**config.mk**
```make
export PLATFORM = sky130hd
export DESIGN_NAME = get_front
export DESIGN_NICKNAME = d
export VERILOG_FILES = /design/src/design/get_pkg.sv /design/src/design/get_front.sv
export SDC_FILE = /design/constraint.sdc
export NUM_CORES = 1
export LEC_CHECK = 0
export BUFFER_PORTS_ARGS = -buffer_cell sky130_fd_sc_hd__buf_4
export CAP_MARGIN = 20
export CORE_ASPECT_RATIO = 1.25
export CORE_MARGIN = 4
export CORE_UTILIZATION = 39
export CTS_CLUSTER_SIZE = 16
export DETAILED_ROUTE_END_ITERATION = 7
export PLACE_DENSITY = 0.91
export SETUP_SLACK_MARGIN = 0.15
export SYNTH_ARGS = -nofsm -noshare
export SYNTH_HDL_FRONTEND = slang
export SYNTH_SLANG_ARGS = --single-unit
```
**constraint.sdc**
```tcl
create_clock -name clock -period 2.6 [get_ports clock]
set_clock_uncertainty 0.2 [all_clocks]
set_input_delay 0.13 -clock clock [delete_from_list [all_inputs] [get_ports clock]]
set_output_delay 0.13 -clock clock [all_outputs]
set_load 0.01 [all_outputs]
```
**src/design/get_pkg.sv**
```systemverilog
`timescale 1ns / 1ps
// ----------------------------------------------------------------------------
// get_pkg
// Shared types and constants of the Gabriel edge test unit.
// ----------------------------------------------------------------------------
package get_pkg;

   // request field widths
   localparam int INDEX_W   = 10;
   localparam int COORD_W   = 16;
   localparam int COUNT_W   = 10;
   localparam logic [COUNT_W-1:0] COUNT_MAX = '1;

   // csr port
   localparam int CSR_INDEX_W   = 1;
   localparam int CSR_DATA_W    = 11;
   localparam int NUM_POINTS_W  = 11;
   localparam int TOLERANCE_W   = 10;
   localparam logic [CSR_INDEX_W-1:0] CSR_NUM_POINTS = 1'b0;
   localparam logic [CSR_INDEX_W-1:0] CSR_TOLERANCE  = 1'b1;

   // request command codes
   localparam logic CMD_LOAD = 1'b0;
   localparam logic CMD_TEST = 1'b1;

   // command queue
   localparam int QUEUE_DEPTH = 4;
   localparam int QUEUE_PTR_W = $clog2(QUEUE_DEPTH);
   localparam int QUEUE_CNT_W = $clog2(QUEUE_DEPTH + 1);

   typedef enum logic [1:0] {
      OP_LOAD   = 2'd0,
      OP_QUERY  = 2'd1,
      OP_REJECT = 2'd2
   } op_type;

   typedef struct packed {
      op_type             op;
      logic [INDEX_W-1:0] index_a;
      logic [INDEX_W-1:0] index_b;
      logic [COORD_W-1:0] coord_x;
      logic [COORD_W-1:0] coord_y;
   } entry_type;

   typedef struct packed {
      logic [NUM_POINTS_W-1:0] num_points;
      logic [TOLERANCE_W-1:0]  tolerance;
   } cfg_type;

endpackage

```
**src/design/get_front.sv**
```systemverilog
`timescale 1ns / 1ps
// ----------------------------------------------------------------------------
// get_front
// Holds the csr registers, accepts request words and sorts them into loads,
// queries worth scanning and queries to be answered with no edge.
// ----------------------------------------------------------------------------
module get_front
   import get_pkg::*;
#(
   parameter int MAX_POINTS = 1024
) (
   input  logic                   clock,
   input  logic                   reset,
   input  logic                   csr_valid,
   output logic                   csr_ready,
   input  logic [CSR_INDEX_W-1:0] csr_index,
   input  logic [CSR_DATA_W-1:0]  csr_data,
   input  logic                   req_valid,
   output logic                   req_stall,
   input  logic                   req_cmd,
   input  logic [INDEX_W-1:0]     req_index_a,
   input  logic [INDEX_W-1:0]     req_index_b,
   input  logic [COORD_W-1:0]     req_coord_x,
   input  logic [COORD_W-1:0]     req_coord_y,
   input  logic                   queue_full,
   output logic                   push,
   output entry_type              push_entry,
   output cfg_type                cfg
);

   localparam int NW = ($clog2(MAX_POINTS + 1) > NUM_POINTS_W) ?
                       $clog2(MAX_POINTS + 1) : NUM_POINTS_W;

   logic [NUM_POINTS_W-1:0] num_points_ff, num_points_in;
   logic [TOLERANCE_W-1:0]  tolerance_ff, tolerance_in;
   logic [NW-1:0]           eff_n;
   logic [NW-1:0]           ia_ext, ib_ext;
   logic                    accept;
   logic                    bad_pair;

   assign csr_ready = 1'b1;

   always_comb begin
      num_points_in = num_points_ff;
      tolerance_in  = tolerance_ff;
      if (csr_valid) begin
         unique case (csr_index)
            CSR_NUM_POINTS: num_points_in = csr_data[NUM_POINTS_W-1:0];
            CSR_TOLERANCE:  tolerance_in  = csr_data[TOLERANCE_W-1:0];
            default: ;
         endcase
      end
   end

   always_ff @(posedge clock) begin
      if (reset) begin
         num_points_ff <= '0;
         tolerance_ff  <= '0;
      end else begin
         num_points_ff <= num_points_in;
         tolerance_ff  <= tolerance_in;
      end
   end

   assign cfg.num_points = num_points_ff;
   assign cfg.tolerance  = tolerance_ff;

   assign eff_n = (NW'(num_points_ff) < NW'(MAX_POINTS)) ? NW'(num_points_ff)
                                                          : NW'(MAX_POINTS);
   assign ia_ext = NW'(req_index_a);
   assign ib_ext = NW'(req_index_b);

   assign req_stall = queue_full;
   assign accept    = req_valid && !queue_full;
   assign bad_pair  = (req_index_a == req_index_b) || (ia_ext >= eff_n) ||
                      (ib_ext >= eff_n);

   always_comb begin
      push_entry.index_a = req_index_a;
      push_entry.index_b = req_index_b;
      push_entry.coord_x = req_coord_x;
      push_entry.coord_y = req_coord_y;
      push_entry.op      = OP_LOAD;
      push               = 1'b0;
      unique case (req_cmd)
         CMD_LOAD: begin
            // loads past the table are dropped here
            push = accept && (ia_ext < NW'(MAX_POINTS));
         end
         CMD_TEST: begin
            push_entry.op = bad_pair ? OP_REJECT : OP_QUERY;
            push          = accept;
         end
         default: ;
      endcase
   end

endmodule

```
Yosys cells after proc, flatten, opt, wreduce, memory -nomap -nowiden
Index checks and enable logic that the tools add are counted.

Output and inout port bits: 78. Input port bits: 70. Logic and storage cells: 20. Flip-flop bits (word level): 21.

Bitwise logic cells: 2. Reductions and logical operators: 7. Muxes and demuxes: 4. $lt $le $gt $ge: 4. Equal/unequal tests: 1.

Operator list (number): >= comparator 10 x 11 -> 1 bit (2); less-than comparator 10 x 11 -> 1 bit (second input constant) (1); less-than comparator 11 bit (second input constant) (1); two-way mux 11 bit (1); equality test 10 bit (1); two-way mux 2 bit (2); AND reduction 2 bit (2); logical AND 1 bit (2); logical OR 1 bit (2); inverter 1 bit (2); case mux 1 bit (2 select lines) (1); logical NOT 1 bit (1).

Logic depth before layout (Yosys ltp)
Depth in word-level cells: 7. Depth in mapped cells: 8. Mapped depth without buffers: 7.

Worst setup path after synthesis
Ideal clock, no wire load.

Path kind: register to output. From: register num_points_ff[10]. To: output port push_entry[52] (netlist bit). Stages on the path, launching flop included: 8. Data arrival time: 2025 ps. Path buffers: 1. Slack: 245 ps. Required time: 2270 ps. Cells stage by stage: dfxtp_1 clkbuf_1 nand2b_1 ha_1 a21o_1 a2111oi_4 o22ai_2 nor4b_2.

RTL lines: from (decl) (RTL line get_front.sv:34) `logic [NUM_POINTS_W-1:0] num_points_ff, num_points_in;`; from (signal assigned) (RTL line get_front.sv:60) `num_points_ff <= num_points_in;`; to (decl) (RTL line get_front.sv:27) `output entry_type push_entry,`.

==> flow_summary.toml <==
[drt]
drc = 0
first_pass_iters = 4
viasPerCell = 4.74
routedWlPerCell_um = 13.6
vias = 1568
first_iter_violations = 36
drtAntennaViolNets = 0
routed_wl_um = 4510

[worst_setup_path]
critPathMaxStageDelay_ps = 360
end_kind = "primary output"
crit_type = "reg -> out"
path_delay_family = "compound AO/OA/AOI/OAI gates"
slowest_stage = "dfxtp_4"
crit_arrival_ps = 2110
crit_required_ps = 2270
path_cells = "nand2b_1, ha_1, and3_1, a221oi_2, a21oi_2, o31a_1, buf_4"
cp-start-kind = "flip-flop"
reg2reg_setup_slack_ps = 1100
worst-path-max-fanout = 7
cp_num_buf_inv = 1

[placed_design]
portBuffers = 82
gp_congestion = 0.801
placed_cell_area_um2 = 2040
dp_hpwl_um = 3620

[synthesis]
synth_area_um2 = 1780
synth.avg_cell_area_um2 = 7.90
synth_commonest_cells = "buf_4 (54), nand2_1 (47), a21oi_1 (28), dfxtp_1 (21), ha_1 (20)"
ys_warn_count = 0
synth.most_common_cell = "buf_4"
yosys.area.top_type = "dfxtp_1"
synth_seq_area_share = 0.237
synth.distinct_cells = 26
syn_inst = 225
yosysTopAreaCellShare = 0.237
ys_seq_elements = 21
synth_edf_count = 0
synth_nets = 315
synth_flop_cell = "dfxtp_1"
synthArstFlopShare = 0
synth_top_cells_by_area = "dfxtp_1 (24%), buf_4 (23%), ha_1 (14%)"

[timing]
setup_viol = 0
period_share = 0.940
rsz0062_at_grt = "yes"
layout_min_cycle_time_ps = 2440
worst_slew_pin_slew_ps = 754
clock.fmax_ghz = 0.409
hold_slack_ps = 60.0
setup_tns_ps = 0
slew_headroom = 0.496
drv_slew = 0
hold_viol = 0

[clock_tree]
clk_path_buf_depth = 2
cts_tree = "built"
clk_pin_slew_ps = 70
clk_latency_ps = 250
cts_root_buf = "clkbuf_8"
clock-sinks = 21
htreeDepth = 1
cts_buffers = 3

[power]
ir_drop_v = 0.000301
clock_power_share = 0.245
p_leak_uw = 0.00107
seqPwrFrac = 0.408
power.internal_uw = 607
switching_power_uw = 247
finalPower_uw = 854
pwr-share-comb = 0.347
p_per_area_nw_per_um2 = 361
swShare = 0.289

[die]
io-pin-count = 148
core_um2 = 4390
die_area_um2 = 5710
start_util = 0.405
die_w_um = 68.4
rows = 27
fp.dieH_um = 83.5

[global_route]
grt_util_all_layers = 0.157
overflow = 0
grt_pass1_vias = 1647
antenna_found_initial = 0
grt_start_max_net_pins = 22
grt_first_pass_wirelength_um = 7130

[finish]
final_layout_size_suffix_gt1_frac = 0.370
nets = 364
antenna_cells = 0
utilization = 0.539
syn_to_final_growth_pct = 33.2
final_area_um2 = 2370
n_fill_cell = 423

[run]
drv_cap = 0

[min_path]
hp-class = "in -> out"

[status]
status = "finished clean"
==> metal layers <==
layer / track usage / vias up / wire [um]
met5: 0 / - / 0
li1: - / 787 / -
met3: 0.0243 / 10 / 269
met1: 0.168 / 721 / 1690
met2: 0.300 / 50 / 2500
met4: 0.0416 / 0 / 53
==> power by group through the flow <==
stage	clock [uW]	combinational [uW]	sequential, uW
final	209	297	348
after global routing	227	327	351
after CTS	218	298	348
after detailed placement	0	262	355
after global placement	0	253	355
after floorplan	0	193	360
==> sequential cells by signal, summed over array words and instances (netlist names) <==
name	count
num_points_ff	11
tolerance_ff	10
==> cell type report <==
class / count / area [um2] / area share
inverter: 2 / 7.51 / 0.00317
timing repair buffer: 104 / 828 / 0.350
clock buffer: 4 / 45.0 / 0.0190
sequential: 21 / 424 / 0.179
multi-input combinational: 142 / 988 / 0.418
tap: 58 / 72.6 / 0.0307
==> path summary, 6_finish.rpt <==
kind         cells after the start                 to               from
max                              7     push_entry[53]  num_points_ff[10]
min                              0     push_entry[18]     req_coord_x[2]
max reg2reg                      4  num_points_ff[10]  num_points_ff[10]
min reg2reg                      2    tolerance_ff[1]    tolerance_ff[1]
==> metrics by stage <==
step                worst slack [ps]  instances
floorplan                        245        225
global placement                 317        306
detailed placement               243        306
CTS                              154        331
global route                    68.9        331
finish                           156        331
==> repair_timing <==
action / in CTS / in global routing
pin swaps: 10 / 0
hold buffers: 19 / 0
setup endpoints to repair: 2 / 2
hold endpoints to repair: 21 / 0
setup buffers: 2 / 0
resized for setup: 13 / 1
==> placed cells by master (no fill, tap or decap) <==
master         instances
a2111oi_4              1
clkbuf_1               1
and2_1                 1
o31a_1                 1
dfxtp_1               20
dfxtp_4                1
nand4_1                1
nand4b_1               2
clkbuf_8               3
nand2b_4               4
xnor2_1                6
nand2b_1               6
nand2_1               47
nand3_1                2
xor2_1                 4
a21oi_1               27
inv_1                  2
and3_1                 1
nor2b_1                5
ha_4                   2
nor2_1                 2
conb_1                 1
a21o_1                 2
o21ai_1                1
nor4b_2                1
a21oi_2                1
nor4_1                 1
nor2b_2                1
ha_1                  18
buf_4                 85
o21ai_0                2
o22ai_2                1
a221oi_2               1
dlygate4sd3_1         19
==> worst reg2reg max path: stages, from the launching register on <==
cell and delay, ps:
dfxtp_4 370, buf_4 130, nand2_1 50, a21oi_1 140
dlygate4sd3_1 550
==> cell families after synthesis <==
group,synth area share
other,0.00211
AND/OR/NAND/NOR,0.198
buffers and inverters,0.245
adder cells (fa/ha/maj),0.141
AO/OA/AOI/OAI,0.128
flip-flops,0.237
XOR/XNOR,0.0493
Power figures use the tool's default switching activity.
