`src/design/get_pkg.sv`:
```
`timescale 1ns / 1ps
// ----------------------------------------------------------------------------
// get_pkg
// Shared types and constants of the Gabriel edge test unit.
// ----------------------------------------------------------------------------
package get_pkg;

   // request field widths
   localparam int INDEX_W   = 10;
   localparam int COORD_W   = 16;
   localparam int COUNT_W   = 10;
   localparam logic [COUNT_W-1:0] COUNT_MAX = '1;

   // csr port
   localparam int CSR_INDEX_W   = 1;
   localparam int CSR_DATA_W    = 11;
   localparam int NUM_POINTS_W  = 11;
   localparam int TOLERANCE_W   = 10;
   localparam logic [CSR_INDEX_W-1:0] CSR_NUM_POINTS = 1'b0;
   localparam logic [CSR_INDEX_W-1:0] CSR_TOLERANCE  = 1'b1;

   // request command codes
   localparam logic CMD_LOAD = 1'b0;
   localparam logic CMD_TEST = 1'b1;

   // command queue
   localparam int QUEUE_DEPTH = 4;
   localparam int QUEUE_PTR_W = $clog2(QUEUE_DEPTH);
   localparam int QUEUE_CNT_W = $clog2(QUEUE_DEPTH + 1);

   typedef enum logic [1:0] {
      OP_LOAD   = 2'd0,
      OP_QUERY  = 2'd1,
      OP_REJECT = 2'd2
   } op_type;

   typedef struct packed {
      op_type             op;
      logic [INDEX_W-1:0] index_a;
      logic [INDEX_W-1:0] index_b;
      logic [COORD_W-1:0] coord_x;
      logic [COORD_W-1:0] coord_y;
   } entry_type;

   typedef struct packed {
      logic [NUM_POINTS_W-1:0] num_points;
      logic [TOLERANCE_W-1:0]  tolerance;
   } cfg_type;

endpackage

```
`src/design/get_queue.sv`:
```
`timescale 1ns / 1ps
// ----------------------------------------------------------------------------
// get_queue
// Short command queue between the front and the back.
// ----------------------------------------------------------------------------
module get_queue
   import get_pkg::*;
(
   input  logic      clock,
   input  logic      reset,
   input  logic      push,
   input  entry_type push_entry,
   input  logic      pop,
   output entry_type head,
   output logic      empty,
   output logic      full
);

   entry_type               slots_ff [QUEUE_DEPTH];
   logic [QUEUE_PTR_W-1:0]  wr_ptr_ff, wr_ptr_in;
   logic [QUEUE_PTR_W-1:0]  rd_ptr_ff, rd_ptr_in;
   logic [QUEUE_CNT_W-1:0]  count_ff, count_in;
   logic                    do_push, do_pop;

   assign empty   = (count_ff == '0);
   assign full    = (count_ff == QUEUE_CNT_W'(QUEUE_DEPTH));
   assign head    = slots_ff[rd_ptr_ff];
   assign do_push = push && !full;
   assign do_pop  = pop && !empty;

   always_comb begin
      wr_ptr_in = do_push ? wr_ptr_ff + 1'b1 : wr_ptr_ff;
      rd_ptr_in = do_pop ? rd_ptr_ff + 1'b1 : rd_ptr_ff;
      count_in  = count_ff;
      if (do_push && !do_pop) begin
         count_in = count_ff + 1'b1;
      end else if (do_pop && !do_push) begin
         count_in = count_ff - 1'b1;
      end
   end

   always_ff @(posedge clock) begin
      if (reset) begin
         wr_ptr_ff <= '0;
         rd_ptr_ff <= '0;
         count_ff  <= '0;
      end else begin
         wr_ptr_ff <= wr_ptr_in;
         rd_ptr_ff <= rd_ptr_in;
         count_ff  <= count_in;
      end
   end

   always_ff @(posedge clock) begin
      if (do_push) begin
         slots_ff[wr_ptr_ff] <= push_entry;
      end
   end

endmodule

```
`config.mk`:
```
export PLATFORM = sky130hd
export DESIGN_NAME = get_queue
export DESIGN_NICKNAME = d
export VERILOG_FILES = /design/src/design/get_pkg.sv /design/src/design/get_queue.sv
export SDC_FILE = /design/constraint.sdc
export NUM_CORES = 1
export LEC_CHECK = 0
export ABC_AREA = 1
export BUFFER_PORTS_ARGS = -buffer_cell sky130_fd_sc_hd__buf_4
export CORE_UTILIZATION = 51
export DETAILED_ROUTE_END_ITERATION = 8
export PLACE_DENSITY = 0.75
export SKIP_CTS_REPAIR_TIMING = 1
export SYNTH_ARGS = -nofsm -noshare
export SYNTH_HDL_FRONTEND = slang
export SYNTH_SLANG_ARGS = --single-unit
export TNS_END_PERCENT = 5
```
`constraint.sdc`:
```
create_clock -name clock -period 3.4 [get_ports clock]
set_input_delay 0.34 -clock clock [delete_from_list [all_inputs] [get_ports clock]]
set_output_delay 0.34 -clock clock [all_outputs]
set_load 0.03 [all_outputs]
```
## Yosys cells after proc, flatten, opt, wreduce, memory -nomap -nowiden

Memory sizes are Yosys's and may differ from the RTL's. A register that Yosys moved wholly into a read port is not among the register bits.
Cells that the tools add are included.

| cells by class | value |
|---|---|
| shift-type cells | 0 |
| order comparisons | 0 |
| muxes and demuxes | 6 |
| multipliers | 0 |
| bitwise logic cells | 0 |
| reduce and logical (&&, ||, !) cells | 10 |
| eq/ne operators | 1 |
| div/mod/pow operators | 0 |
| add/sub/neg operators | 4 |

Operators by type and width:

| operator | number |
|---|---|
| $mux W3 | 2 |
| $add A2 B1 Y2 const B | 2 |
| $logic_and A1 B1 Y1 | 4 |
| $logic_not A1 Y1 | 4 |
| $mux W2 | 2 |
| $add A3 B1 Y3 const B | 1 |
| $eq A3 B3 Y1 const B | 1 |
| $logic_not A3 Y1 | 1 |
| $sub A3 B1 Y3 const B | 1 |
| $mux W1 | 2 |
| $reduce_bool A2 Y1 | 1 |

| word-level totals | value |
|---|---|
| memory bits (read-only) | 0 |
| flip-flop bits (word level) | 7 |
| bits in latches | 0 |
| word-level logic and storage cells | 25 |
| memories kept | 1 |
| bits of input ports | 58 |
| memory bits (writable) | 216 |
| output and inout port bits | 56 |

Memories:

| name | words | width | read ports | clocked after memory_dff | wr ports | line | text |
|---|---|---|---|---|---|---|---|
| slots_ff | 4 | 54 | 1 | 1 | 1 | get_queue.sv:19 | `entry_type slots_ff [QUEUE_DEPTH];` |

## Longest topological paths before layout

| logic depth | value |
|---|---|
| depth in word-level cells | 7 |
| gate-level depth with buffers | 13 |
| gate-level depth less buffers | 13 |

## Worst setup path before layout

No wires, ideal clock.

| timing path | value |
|---|---|
| kind | register -> register |
| start | register count_ff[0] |
| end | memory slots_ff[0][0] in the netlist's numbering (enable) |
| period minus slack after synthesis | 3389 ps |
| arrival | 2923 ps |
| stages on the path, launching flop included | 5 |
| required time | 2934 ps |
| library setup time | 466 ps |
| path slack | 11 ps |
| cell sequence | dfxtp_1 > nor2_1 > nand2_1 > nand2_1 > nor2_1 |

| on the way | value |
|---|---|
| word-level cells in the longest chain between the ends | 5 |

Ends and longest elaborated chain:

| item | line | text |
|---|---|---|
| start: declaration | get_queue.sv:22 | `logic [QUEUE_CNT_W-1:0] count_ff, count_in;` |
| start signal: assignment | get_queue.sv:50 | `count_ff <= count_in;` |
| $eq A3 B3 Y1 | get_queue.sv:26 | `assign full = (count_ff == QUEUE_CNT_W'(QUEUE_DEPTH));` |
| $logic_not A1 Y1 | get_queue.sv:28 | `assign do_push = push && !full;` |
| $logic_and A1 B1 Y1 | get_queue.sv:28 |  |
| $mux W1 | get_queue.sv:55 | `if (do_push) begin` |
| $mux W1 (implied by the code) | get_queue.sv:56 | `slots_ff[wr_ptr_ff] <= push_entry;` |
| end: declaration | get_queue.sv:19 |  |

Every way passes these cells.

==> flow_metrics.env <==
export IMPL_synth_top_cell_by_area="edfxtp_1"
export IMPL_clock_sinks=225
export IMPL_rsz0062_at_grt="false"
export IMPL_area_growth_synth_to_final_pct=20.9
export IMPL_slew_viol_final=0
export IMPL_grt_pass1_wl_mm=26.8
export IMPL_hold_ws_ns=0.0343
export IMPL_worstReg2RegEnd="count_ff[2]"
export IMPL_clockBufferDepth=3
export IMPL_peakVddDrop_mv=0.535
export IMPL_cp_required_ns=3.06
export IMPL_fill_cells=1176
export IMPL_layout_cells_non_filler=935
export IMPL_synth_area_leaders="edfxtp_1, o21ai_0, nor2_1, o22ai_1, dfxtp_1"
export IMPL_yosysSeqAreaShare=0.787
export IMPL_min_period_over_period=0.771
export IMPL_cts_tree="done"
export IMPL_hold_viol_final=0
export IMPL_antenna_left=0
export IMPL_detail_route_drc_violations=0
export IMPL_cp_data_arrival_time_ns=2.28
export IMPL_powerDensity_mw_per_mm2=818
export IMPL_gp_congestion=0.786
export IMPL_skew_ns=0.00790
export IMPL_regArea_sq_mm=0.00667
export IMPL_io_buffers=113
export IMPL_ys_ff_latch=225
export IMPL_routed_wl_mm=17.8
export IMPL_hold_start="reset"
export IMPL_synth_area_per_cell_sq_um=14.3
export IMPL_grt_ovfl_total=0
export IMPL_track_usage=0.210
export IMPL_cap_violations=0
export IMPL_clk_latency_ns=0.50
export IMPL_die_x_um=131
export IMPL_end_kind="output pin"
export IMPL_fin_util=0.638
export IMPL_yosys_area_top_type_share=0.766
export IMPL_ios=114
export IMPL_dp_cells=894
export IMPL_cts_root_buffer="clkbuf_16"
export IMPL_path_max_fanout=54
export IMPL_finalSetupViolations=0
export IMPL_die_h_um=131
export IMPL_hold_class="in2reg"
export IMPL_hold_depth=2
export IMPL_synth_ff_type="edfxtp_1"
export IMPL_grt_max_degree=109
export IMPL_drt_iter0_drc=470
export IMPL_synth_async_reset_ratio=0
export IMPL_nNetsFinal=767
export IMPL_outcome="finished, final reports clean"
export IMPL_min_to="rd_ptr_ff[0]"
export IMPL_setup_tns_ns=0
export IMPL_syn_area_sq_mm=0.00847
export IMPL_antenna_found_initial=0
export IMPL_critPathLaunchType="flip-flop"
export IMPL_path_class="reg2out"
export IMPL_multi_input_area_sq_mm=0.00156
export IMPL_synth_most_common_cell="edfxtp_1"
export IMPL_die_area_sq_mm=0.0171
export IMPL_fin_ws_ns=0.780
export IMPL_grt_pass1_vias=5170
export IMPL_p_leak_nw=3.64
export IMPL_core_sq_mm=0.0161
export IMPL_relSlewSlack=0.358
export IMPL_synth_warnings=0
export IMPL_netlist_instances=592
export IMPL_cts_reportedPaths_clkPinSlew_ns=0.06
export IMPL_vias_per_cell=5.64
export IMPL_syn_nets=656
export IMPL_dr_pass1_iters=4
export IMPL_num_vias=5270
export IMPL_routedWlPerCell_um=19.1
export IMPL_rows=46
export IMPL_antenna_cells=0
export IMPL_htreeDepth=1
export IMPL_reg2reg_depth=11
export IMPL_ys_top_cells_by_count="edfxtp_1, nor2_1, o21ai_0"
export IMPL_max_freq_mhz=382
export IMPL_timing_reg2reg_setup_slack_ns=1.16
export IMPL_yosysUniqueCellTypes=20
export IMPL_synth_edf_count=216
export IMPL_fin_crit_ns=2.62
export IMPL_tightest_slew_ns=0.961
export IMPL_post_place_ws_ns=1.19
export IMPL_cts_made_buffers=23
export IMPL_final_layout_size_suffix_gt1_frac=0.231
export IMPL_start_util=0.528
export IMPL_hpwl_mm=10.1
export IMPL_worstReg2RegStart="count_ff[0]"
-- routing by layer --
metal  track usage  vias up  wire length (um)
met1         0.263     2614              7320
met5             0        -                 0
met3        0.0346       43              1080
li1              -     2417                 -
met2         0.361      196              8870
met4        0.0960        0               558
-- worst max-delay path by stage --
stage	start	to	slack (ns)
after floorplan	count_ff[0]	slots_ff[0][0]	0.01
after global placement	count_ff[0]	slots_ff[2][6]	1.33
after detailed placement	count_ff[1]	count_ff[1]	1.19
after CTS	flip-flop	head[38]	0.79
after global routing	flip-flop	head[19]	0.65
final	flip-flop	head[38]	0.78
-- logic make-up (layout without fill, tap and decap cells) --
kind of cell               after synthesis  count (layout)  share of synthesized area
and+or+nand+nor                        142             142                     0.0639
DFF                                    225             225                      0.787
buffers and inverters                   52             179                     0.0325
xor gates and xnor gates                 1               1                    0.00103
adders and majority gates                6               6                    0.00975
AOI/OAI and AO/OA                      166             166                      0.106
-- registers in the layout (all words and copies together) (netlist names), named ones only --
signal     cells
slots_ff     216
count_ff       3
rd_ptr_ff      2
wr_ptr_ff      2
-- metrics by stage --
stage / instance area, sq um / total power [mW]
detailed placement: 9510 / 6.02
global placement: 9510 / 5.93
CTS: 10200 / 8.42
finish: 10200 / 8.38
floorplan: 8470 / 5.13
global route: 10200 / 8.72
-- cells in the final DEF (no fill, tap or decap) --
cell,netlist,layout
clkinv_2,0,9
ha_1,5,5
buf_4,3,117
clkbuf_16,0,23
clkbuf_1,0,3
bufinv_16,0,2
a21oi_1,3,3
o21ai_1,15,15
nand3_1,4,4
clkinv_4,0,1
fa_1,1,1
nor2_4,0,4
edfxtp_1,216,216
dfxtp_1,9,7
buf_12,0,3
nor2_1,122,118
o21ai_0,94,94
dfxtp_4,0,1
clkinvlp_4,0,2
nand3b_1,1,1
o22ai_1,54,54
clkbuf_8,0,1
xor2_1,1,1
inv_1,16,16
inv_6,1,1
dfxtp_2,0,1
inv_2,1,1
nand2_1,15,15
-- layout make-up --
type                    count  share of cell area
flip-flops and latches    225               0.651
multi-input cells         315               0.152
repair buffers            120              0.0916
clock buffers              27              0.0586
well taps                 216              0.0264
clock inverters            14              0.0126
inverters                  18             0.00708
-- worst max-delay path, cell delays in order (launching register included) --
cell and delay (ns):
dfxtp_2 0.32, inv_2 0.69, o21ai_0 0.28, o22ai_1 0.25
buf_4 0.22
-- where the power goes --
part           leakage (nW)  internal (mW)  switching, mW  total (mW)
registers              2.05           3.37          0.114        3.49
clock network         0.362           1.42          0.996        2.41
logic                  1.22          0.769           1.71        2.47
total                  3.64           5.56           2.82        8.38
No activity file was read; power rests on OpenSTA's default activity.
